===== src/tlbx_pkg.sv =====
// Shared types, constants and helpers for the two-level exclusive TLB.
`default_nettype none
package tlbx_pkg;

    localparam int L1_ENTRIES = 8;
    localparam int L2_ENTRIES = 32;
    localparam int PAGE_BITS  = 12;

    localparam int L1_IDX_W = (L1_ENTRIES > 1) ? $clog2(L1_ENTRIES) : 1;
    localparam int L2_IDX_W = (L2_ENTRIES > 1) ? $clog2(L2_ENTRIES) : 1;
    localparam int SCAN_W   = (L1_IDX_W > L2_IDX_W) ? L1_IDX_W : L2_IDX_W;

    localparam int VA_W    = 32;
    localparam int PN_W    = 20;
    localparam int STAMP_W = 64;
    localparam int CNT_W   = 64;
    localparam int KIND_W  = 3;
    localparam int LVL_W   = 2;
    localparam int SEL_W   = 3;
    localparam int NUM_CNT = 6;

    typedef enum logic [1:0] {
        CMD_XLATE = 2'd0,
        CMD_FILL  = 2'd1,
        CMD_INV   = 2'd2,
        CMD_READ  = 2'd3
    } cmd_t;

    localparam logic [KIND_W-1:0] KIND_XLATE = 3'd0;
    localparam logic [KIND_W-1:0] KIND_MISS  = 3'd1;
    localparam logic [KIND_W-1:0] KIND_WB    = 3'd2;
    localparam logic [KIND_W-1:0] KIND_INV   = 3'd3;
    localparam logic [KIND_W-1:0] KIND_CNT   = 3'd4;

    localparam logic [LVL_W-1:0] LVL_L1   = 2'd0;
    localparam logic [LVL_W-1:0] LVL_L2   = 2'd1;
    localparam logic [LVL_W-1:0] LVL_NONE = 2'd2;

    localparam logic [SEL_W-1:0] CNT_L1_HIT  = 3'd0;
    localparam logic [SEL_W-1:0] CNT_L1_MISS = 3'd1;
    localparam logic [SEL_W-1:0] CNT_L1_INV  = 3'd2;
    localparam logic [SEL_W-1:0] CNT_L2_HIT  = 3'd3;
    localparam logic [SEL_W-1:0] CNT_L2_MISS = 3'd4;
    localparam logic [SEL_W-1:0] CNT_L2_INV  = 3'd5;

    // Datapath operations issued by the controller, one per cycle.
    typedef enum logic [4:0] {
        OP_NONE,
        OP_LOAD,
        OP_MATCH,
        OP_HIT1,
        OP_MISS,
        OP_TAKE2,
        OP_FILL1,
        OP_TAKEF,
        OP_SCAN1,
        OP_SCAN2_INIT,
        OP_SCAN2,
        OP_WB1,
        OP_WB2,
        OP_MOVE,
        OP_PLACE,
        OP_INV1,
        OP_INV2,
        OP_INVNONE,
        OP_COUNT
    } op_t;

    typedef struct packed {
        cmd_t cmd;
        logic l1_hit;
        logic l2_hit;
        logic l1_valid_p;
        logic l1_dirty_p;
        logic l2_valid_p;
        logic l2_dirty_p;
        logic scan1_last;
        logic scan2_last;
        logic out_full;
    } status_t;

    typedef enum logic [3:0] {
        S_IDLE,
        S_MATCH,
        S_DISPATCH,
        S_SCAN1,
        S_VCHK,
        S_SCAN2,
        S_WBCHK,
        S_WB2,
        S_MOVE,
        S_PLACE,
        S_WB1,
        S_INV1,
        S_WB2I,
        S_INV2
    } state_t;

    // Base address of a physical frame, kept to 32 bits.
    function automatic logic [VA_W-1:0] frame_addr(input logic [PN_W-1:0] frame);
        logic [VA_W-1:0] wide;
        wide = VA_W'(frame);
        return wide << PAGE_BITS;
    endfunction

endpackage
`default_nettype wire


===== src/tlbx_ctrl.sv =====
// Controller state machine sequencing lookups, victim scans and result transfers.
`default_nettype none
module tlbx_ctrl (
    input  wire logic             clk,
    input  wire logic             rst_n,
    input  wire logic             in_valid,
    output logic                  in_ready,
    input  wire tlbx_pkg::status_t st,
    output tlbx_pkg::op_t         op
);
    import tlbx_pkg::*;

    state_t state_reg;
    state_t state_next;

    // State register.
    always_ff @(posedge clk or negedge rst_n)
    begin
        if (!rst_n)
        begin
            state_reg <= S_IDLE;
        end
        else
        begin
            state_reg <= state_next;
        end
    end

    // Next state and datapath operation.
    always_comb
    begin
        state_next = state_reg;
        op         = OP_NONE;
        in_ready   = 1'b0;
        unique case (state_reg)
            S_IDLE:
            begin
                in_ready = 1'b1;
                if (in_valid)
                begin
                    op         = OP_LOAD;
                    state_next = S_MATCH;
                end
            end
            S_MATCH:
            begin
                op         = OP_MATCH;
                state_next = S_DISPATCH;
            end
            S_DISPATCH:
            begin
                unique case (st.cmd)
                    CMD_XLATE:
                    begin
                        if (st.l1_hit)
                        begin
                            if (!st.out_full)
                            begin
                                op         = OP_HIT1;
                                state_next = S_IDLE;
                            end
                        end
                        else if (st.l2_hit)
                        begin
                            op         = OP_TAKE2;
                            state_next = S_SCAN1;
                        end
                        else if (!st.out_full)
                        begin
                            op         = OP_MISS;
                            state_next = S_IDLE;
                        end
                    end
                    CMD_FILL:
                    begin
                        if (st.l1_hit)
                        begin
                            if (!st.out_full)
                            begin
                                op         = OP_FILL1;
                                state_next = S_IDLE;
                            end
                        end
                        else
                        begin
                            op         = OP_TAKEF;
                            state_next = S_SCAN1;
                        end
                    end
                    CMD_INV:
                    begin
                        if (st.l1_hit)
                        begin
                            state_next = st.l1_dirty_p ? S_WB1 : S_INV1;
                        end
                        else if (st.l2_hit)
                        begin
                            state_next = st.l2_dirty_p ? S_WB2I : S_INV2;
                        end
                        else if (!st.out_full)
                        begin
                            op         = OP_INVNONE;
                            state_next = S_IDLE;
                        end
                    end
                    CMD_READ:
                    begin
                        if (!st.out_full)
                        begin
                            op         = OP_COUNT;
                            state_next = S_IDLE;
                        end
                    end
                    default:
                    begin
                        state_next = S_IDLE;
                    end
                endcase
            end
            S_SCAN1:
            begin
                op = OP_SCAN1;
                if (st.scan1_last)
                begin
                    state_next = S_VCHK;
                end
            end
            S_VCHK:
            begin
                if (st.l1_valid_p)
                begin
                    op         = OP_SCAN2_INIT;
                    state_next = S_SCAN2;
                end
                else
                begin
                    state_next = S_PLACE;
                end
            end
            S_SCAN2:
            begin
                op = OP_SCAN2;
                if (st.scan2_last)
                begin
                    state_next = S_WBCHK;
                end
            end
            S_WBCHK:
            begin
                state_next = (st.l2_valid_p && st.l2_dirty_p) ? S_WB2 : S_MOVE;
            end
            S_WB2:
            begin
                if (!st.out_full)
                begin
                    op         = OP_WB2;
                    state_next = S_MOVE;
                end
            end
            S_MOVE:
            begin
                op         = OP_MOVE;
                state_next = S_PLACE;
            end
            S_PLACE:
            begin
                if (!st.out_full)
                begin
                    op         = OP_PLACE;
                    state_next = S_IDLE;
                end
            end
            S_WB1:
            begin
                if (!st.out_full)
                begin
                    op         = OP_WB1;
                    state_next = S_INV1;
                end
            end
            S_INV1:
            begin
                if (!st.out_full)
                begin
                    op         = OP_INV1;
                    state_next = S_IDLE;
                end
            end
            S_WB2I:
            begin
                if (!st.out_full)
                begin
                    op         = OP_WB2;
                    state_next = S_INV2;
                end
            end
            S_INV2:
            begin
                if (!st.out_full)
                begin
                    op         = OP_INV2;
                    state_next = S_IDLE;
                end
            end
            default:
            begin
                state_next = S_IDLE;
            end
        endcase
    end

endmodule
`default_nettype wire


===== config.mk =====
export PLATFORM = sky130hd
export DESIGN_NAME = tlbx_ctrl
export DESIGN_NICKNAME = d
export VERILOG_FILES = /design/src/tlbx_pkg.sv /design/src/tlbx_ctrl.sv
export SDC_FILE = /design/constraint.sdc
export NUM_CORES = 1
export LEC_CHECK = 0
export BUFFER_PORTS_ARGS = -buffer_cell sky130_fd_sc_hd__buf_2
export CAP_MARGIN = 25
export CORE_MARGIN = 2
export CORE_UTILIZATION = 52
export DETAILED_ROUTE_END_ITERATION = 12
export GPL_TIMING_DRIVEN = 1
export PLACE_DENSITY = 0.83
export SLEW_MARGIN = 20
export SYNTH_ARGS = -nofsm -noshare
export SYNTH_HDL_FRONTEND = slang
export SYNTH_SLANG_ARGS = --single-unit

===== constraint.sdc =====
create_clock -name clk -period 1.8 [get_ports clk]
set_input_delay 0.36 -clock clk [delete_from_list [all_inputs] [get_ports clk]]
set_output_delay 0.36 -clock clk [all_outputs]
set_load 0.1 [all_outputs]

==> flow_metrics.env, run 1 <==
export IMPL_ios=20
export IMPL_root_buffer="clkbuf_4"
export IMPL_grt_max_degree=19
export IMPL_synthesis_nets=132
export IMPL_synth_compound_area_share=0.458
export IMPL_seq_area_frac_synth=0.128
export IMPL_chipWidth_um=42.8
export IMPL_initial_core_util=0.578
export IMPL_fp_row_count=13
export IMPL_synth_xor_xnor_area_share=0.0112
export IMPL_synth_mux_area_frac=0
export IMPL_synth_cell_types=42
export IMPL_cts_max_path_buffers=2
export IMPL_synth_simple_gate_area_frac=0.296
export IMPL_synth_main_ff_cell="dfrtp_1"
export IMPL_cts_max_level=1
export IMPL_run_status="stopped before the end"
export IMPL_lastStage="5_1_grt"
export IMPL_ys_ff_latch=4
export IMPL_synthCells=118
export IMPL_hpwlAfterDp_um=2660
export IMPL_dpl_cell_area_sq_um=1240
export IMPL_synth_area_sq_um=781
export IMPL_cts_sink_count=4
export IMPL_die_y_um=42.8
export IMPL_synth_top_family_by_area="compound AO/OA/AOI/OAI gates"
export IMPL_synthAdderAreaFrac=0
export IMPL_synthArstFlopShare=1.00
export IMPL_synth_warnings=0
export IMPL_syn_area_per_cell_sq_um=6.62
export IMPL_synth_edf_count=0
export IMPL_cts_buffers_inserted=3
export IMPL_gp_congestion=0.956
export IMPL_portBuffers=19
export IMPL_first_error="[ERROR DPL-0038] Utilization greater than 100%, impossible to legalize"
## repair_timing
item	in CTS
cloned	0
pin swaps	2
gates resized for setup	9
setup buffers	1
hold buffers	1
setup endpoints to repair	6
endpoints found under the hold margin	4
## synthesized netlist by cell type (3+ instances only)
cell	n	share of area
a21oi_1	11	0.071
nor2_1	12	0.058
nand3_1	3	0.019
buf_2	6	0.038
o21ai_0	13	0.083
nor2b_1	6	0.048
nand2b_1	5	0.040
clkbuf_1	3	0.014
dfrtp_1	4	0.13
a31oi_1	4	0.032
inv_1	6	0.029
nand2_1	9	0.043
## cell families after synthesis
group	after synthesis
DFF	4
and+or+nand+nor	43
buffers and inverters	17
xor gates and xnor gates	1
AOI/OAI and AO/OA	53
## per-stage QoR
stage | TNS, ns | util | worst slack [ns] | cells
after floorplan | -3.61 | - | -0.557 | 118
after global placement | -0.234 | 0.918 | -0.159 | 169
after CTS | -1.24 | 0.968 | -0.246 | 174
after detailed placement | -0.535 | 0.918 | -0.224 | 169
==> run 2, diff against run 1 <==
- CORE_AREA: default -> 2 2 63 65
- CORE_MARGIN: 2 -> default
- CORE_UTILIZATION: 52 -> default
- DIE_AREA: default -> 0 0 65 67
- PLACE_DENSITY: 0.83 -> default
- PLACE_DENSITY_LB_ADDON: default -> 0.15
==> flow_metrics.env, run 2 <==
export IMPL_run_status="complete, but fails checks"
export IMPL_violations="negative setup slack"
export IMPL_reg2reg_slack_ns=0.13
export IMPL_switchingPower_mw=1.43
export IMPL_root_buffer="clkbuf_8"
export IMPL_fmax_mhz=514
export IMPL_cp_start_kind="flip-flop"
export IMPL_synthCells=118
export IMPL_final_cells=209
export IMPL_overflow=0
export IMPL_power_frac_seq=0.071
export IMPL_routed_wirelength_um=2610
export IMPL_p_leak_nw=0.606
export IMPL_initial_core_util=0.217
export IMPL_core_area_sq_um=3610
export IMPL_hold_viol_final=0
export IMPL_route_vias_total=1032
export IMPL_ys_top_cells_by_area="dfrtp_1 13%, o21ai_0 8.3%, a21oi_1 7.1%"
export IMPL_yosysTopAreaCell="dfrtp_1"
export IMPL_min_path_type="input pin to asynchronous set/reset pin"
export IMPL_seq_area_frac_synth=0.128
export IMPL_final_layout_size_suffix_gt1_frac=0.497
export IMPL_grt_pass1_vias=992
export IMPL_setup_viol=5
export IMPL_cts_sink_count=4
export IMPL_dp_cells=205
export IMPL_grt_use_total=0.127
export IMPL_hpwlAfterDp_um=2100
export IMPL_fin_worst_skew_ns=0.000830
export IMPL_drt_iter0_drc=33
export IMPL_drv_cap=0
export IMPL_final_common_cell="buf_4"
export IMPL_syn_area_per_cell_sq_um=6.62
export IMPL_crit_required_ns=1.44
export IMPL_cts_setup_buffers=0
export IMPL_r2r_start="state_reg[2]"
export IMPL_fin_nets=177
export IMPL_ys_top_cells_by_count="13 x o21ai_0, 12 x nor2_1, 11 x a21oi_1"
export IMPL_end_kind="output pin"
export IMPL_ios=20
export IMPL_worstMarginPinSlew_ns=0.308
export IMPL_clk_insertion_delay_late_ns=0.21
export IMPL_antenna_found_initial=0
export IMPL_dr_pass1_iters=4
export IMPL_critPathArrivalTime_ns=1.58
export IMPL_cts_clk_slew_worst_paths_ns=0.03
export IMPL_fin_crit_sh=1.08
export IMPL_p_comb_frac=0.863
export IMPL_synth_warnings=0
export IMPL_insertedDiodeCount=0
export IMPL_portBuffers=19
export IMPL_path_class="flip-flop to output pin"
export IMPL_worst_ir_drop_vdd_mv=1.06
export IMPL_synthArstFlopShare=1.00
export IMPL_dieArea_sq_um=4360
export IMPL_tritoncts="yes"
export IMPL_synth_top_area_share=0.128
export IMPL_p_int_mw=1.31
export IMPL_largest_reg_flops=4
export IMPL_post_drt_wl_per_cell_um=12.5
export IMPL_cts_max_path_buffers=2
export IMPL_r2r_end="state_reg[3]"
export IMPL_fp_row_count=22
export IMPL_avgViaCountPerCell=4.94
export IMPL_relSlewSlack=0.794
export IMPL_die_y_um=67
export IMPL_setup_ws_ns=-0.144
export IMPL_rsz0062_at_grt="true"
export IMPL_grt_pass1_wl_um=4440
export IMPL_yosysMostFrequentCell="o21ai_0"
export IMPL_synth_area_sq_um=781
export IMPL_min_period_ns=1.94
export IMPL_final_cell_mix="25 x buf_4, 13 x buf_2, 9 x nor2_1"
export IMPL_gp_congestion=0.840
export IMPL_clkPwrFrac=0.066
export IMPL_p_per_area_nw_per_um2=1880
export IMPL_synth_edf_count=0
export IMPL_slew_violations=0
export IMPL_dp_slack_ns=-0.164
export IMPL_synth_cell_types=42
export IMPL_ys_ff_latch=4
export IMPL_synth_main_ff_cell="dfrtp_1"
export IMPL_switching_share=0.523
export IMPL_path_max_fanout=4
export IMPL_cts_buffers_inserted=3
export IMPL_drc=0
export IMPL_ant_nets=0
export IMPL_r2r_worst_path_cells=6
export IMPL_cts_max_level=1
export IMPL_area_growth_pct=87.0
export IMPL_grt_max_degree=19
export IMPL_chipWidth_um=65
export IMPL_synthesis_nets=132
run 2: cell counts after synthesis:
No cell type changed its count.
run 2: cell families (layout without fill, tap and decap cells):
group | Yosys count | after routing | synth area share
buffers and inverters | 17 | 60 | 0.106
AO/OA/AOI/OAI | 53 | 53 | 0.458
AND/OR/NAND/NOR | 43 | 43 | 0.296
flip-flops | 4 | 4 | 0.128
XOR/XNOR | 1 | 1 | 0.0112
run 2: worst max path at each step:
stage	start	to
after global routing	state_reg[1]	op[0]
after CTS	state_reg[3]	op[2]
after global placement	st[8]	op[2]
final	state_reg[3]	op[2]
after detailed placement	st[8]	op[2]
after floorplan	state_reg[0]	op[3]
run 2: final cells by class:
| cell class | count | area [sq um] |
|---|---|---|
| well taps | 48 | 60.1 |
| multi-input cells | 97 | 774 |
| clock buffers | 3 | 41.3 |
| repair buffers | 51 | 459 |
| inverters | 6 | 22.5 |
| fillers | 371 | 2150 |
| flip-flops and latches | 4 | 103 |
run 2: repair_timing:
item	CTS	global route
endpoints found under the hold margin	4	0
resized for setup	17	8
pin swaps	3	1
endpoints found under the setup margin	6	7
cloned	0	0
hold buffers	1	0
run 2: per-stage QoR:
step	total power [mW]	hold slack [ns]	utilization	area [sq um]	setup TNS (ns)
finish	2.74	0.483	0.405	1460	-0.533
floorplan	1.62	0.0644	-	900	-3.61
detailed placement	2.37	0.167	0.362	1300	-0.195
global placement	2.37	0.162	0.362	1300	-0.181
global route	2.90	0.485	0.405	1460	-0.907
CTS	2.70	0.479	0.398	1430	-0.663
run 2: power groups by stage:
stage          Clock, mW  Sequential [mW]  Combinational [mW]
2_1_floorplan          0            0.175                1.45
3_3_place_gp           0            0.188                2.18
3_5_place_dp           0            0.185                2.19
4_1_cts            0.186            0.192                2.32
5_1_grt            0.193            0.201                2.50
6_report           0.181            0.196                2.36
run 2: worst max-delay path, stage by stage, from the launching register on:
cell      delay, ns
dfrtp_2        0.44
nor2b_4        0.15
o21ai_2        0.07
a211oi_2       0.19
a21oi_2        0.07
o32ai_4        0.24
buf_12         0.21
run 2: metal layers:
layer / wire, um / vias up / global-route usage
met5: 0 / - / 0
met4: 0 / 0 / 0.0319
met3: 85 / 0 / 0.00676
met2: 1330 / 24 / 0.223
met1: 1200 / 475 / 0.169
li1: - / 533 / -
(Power assumes the default switching activity.)
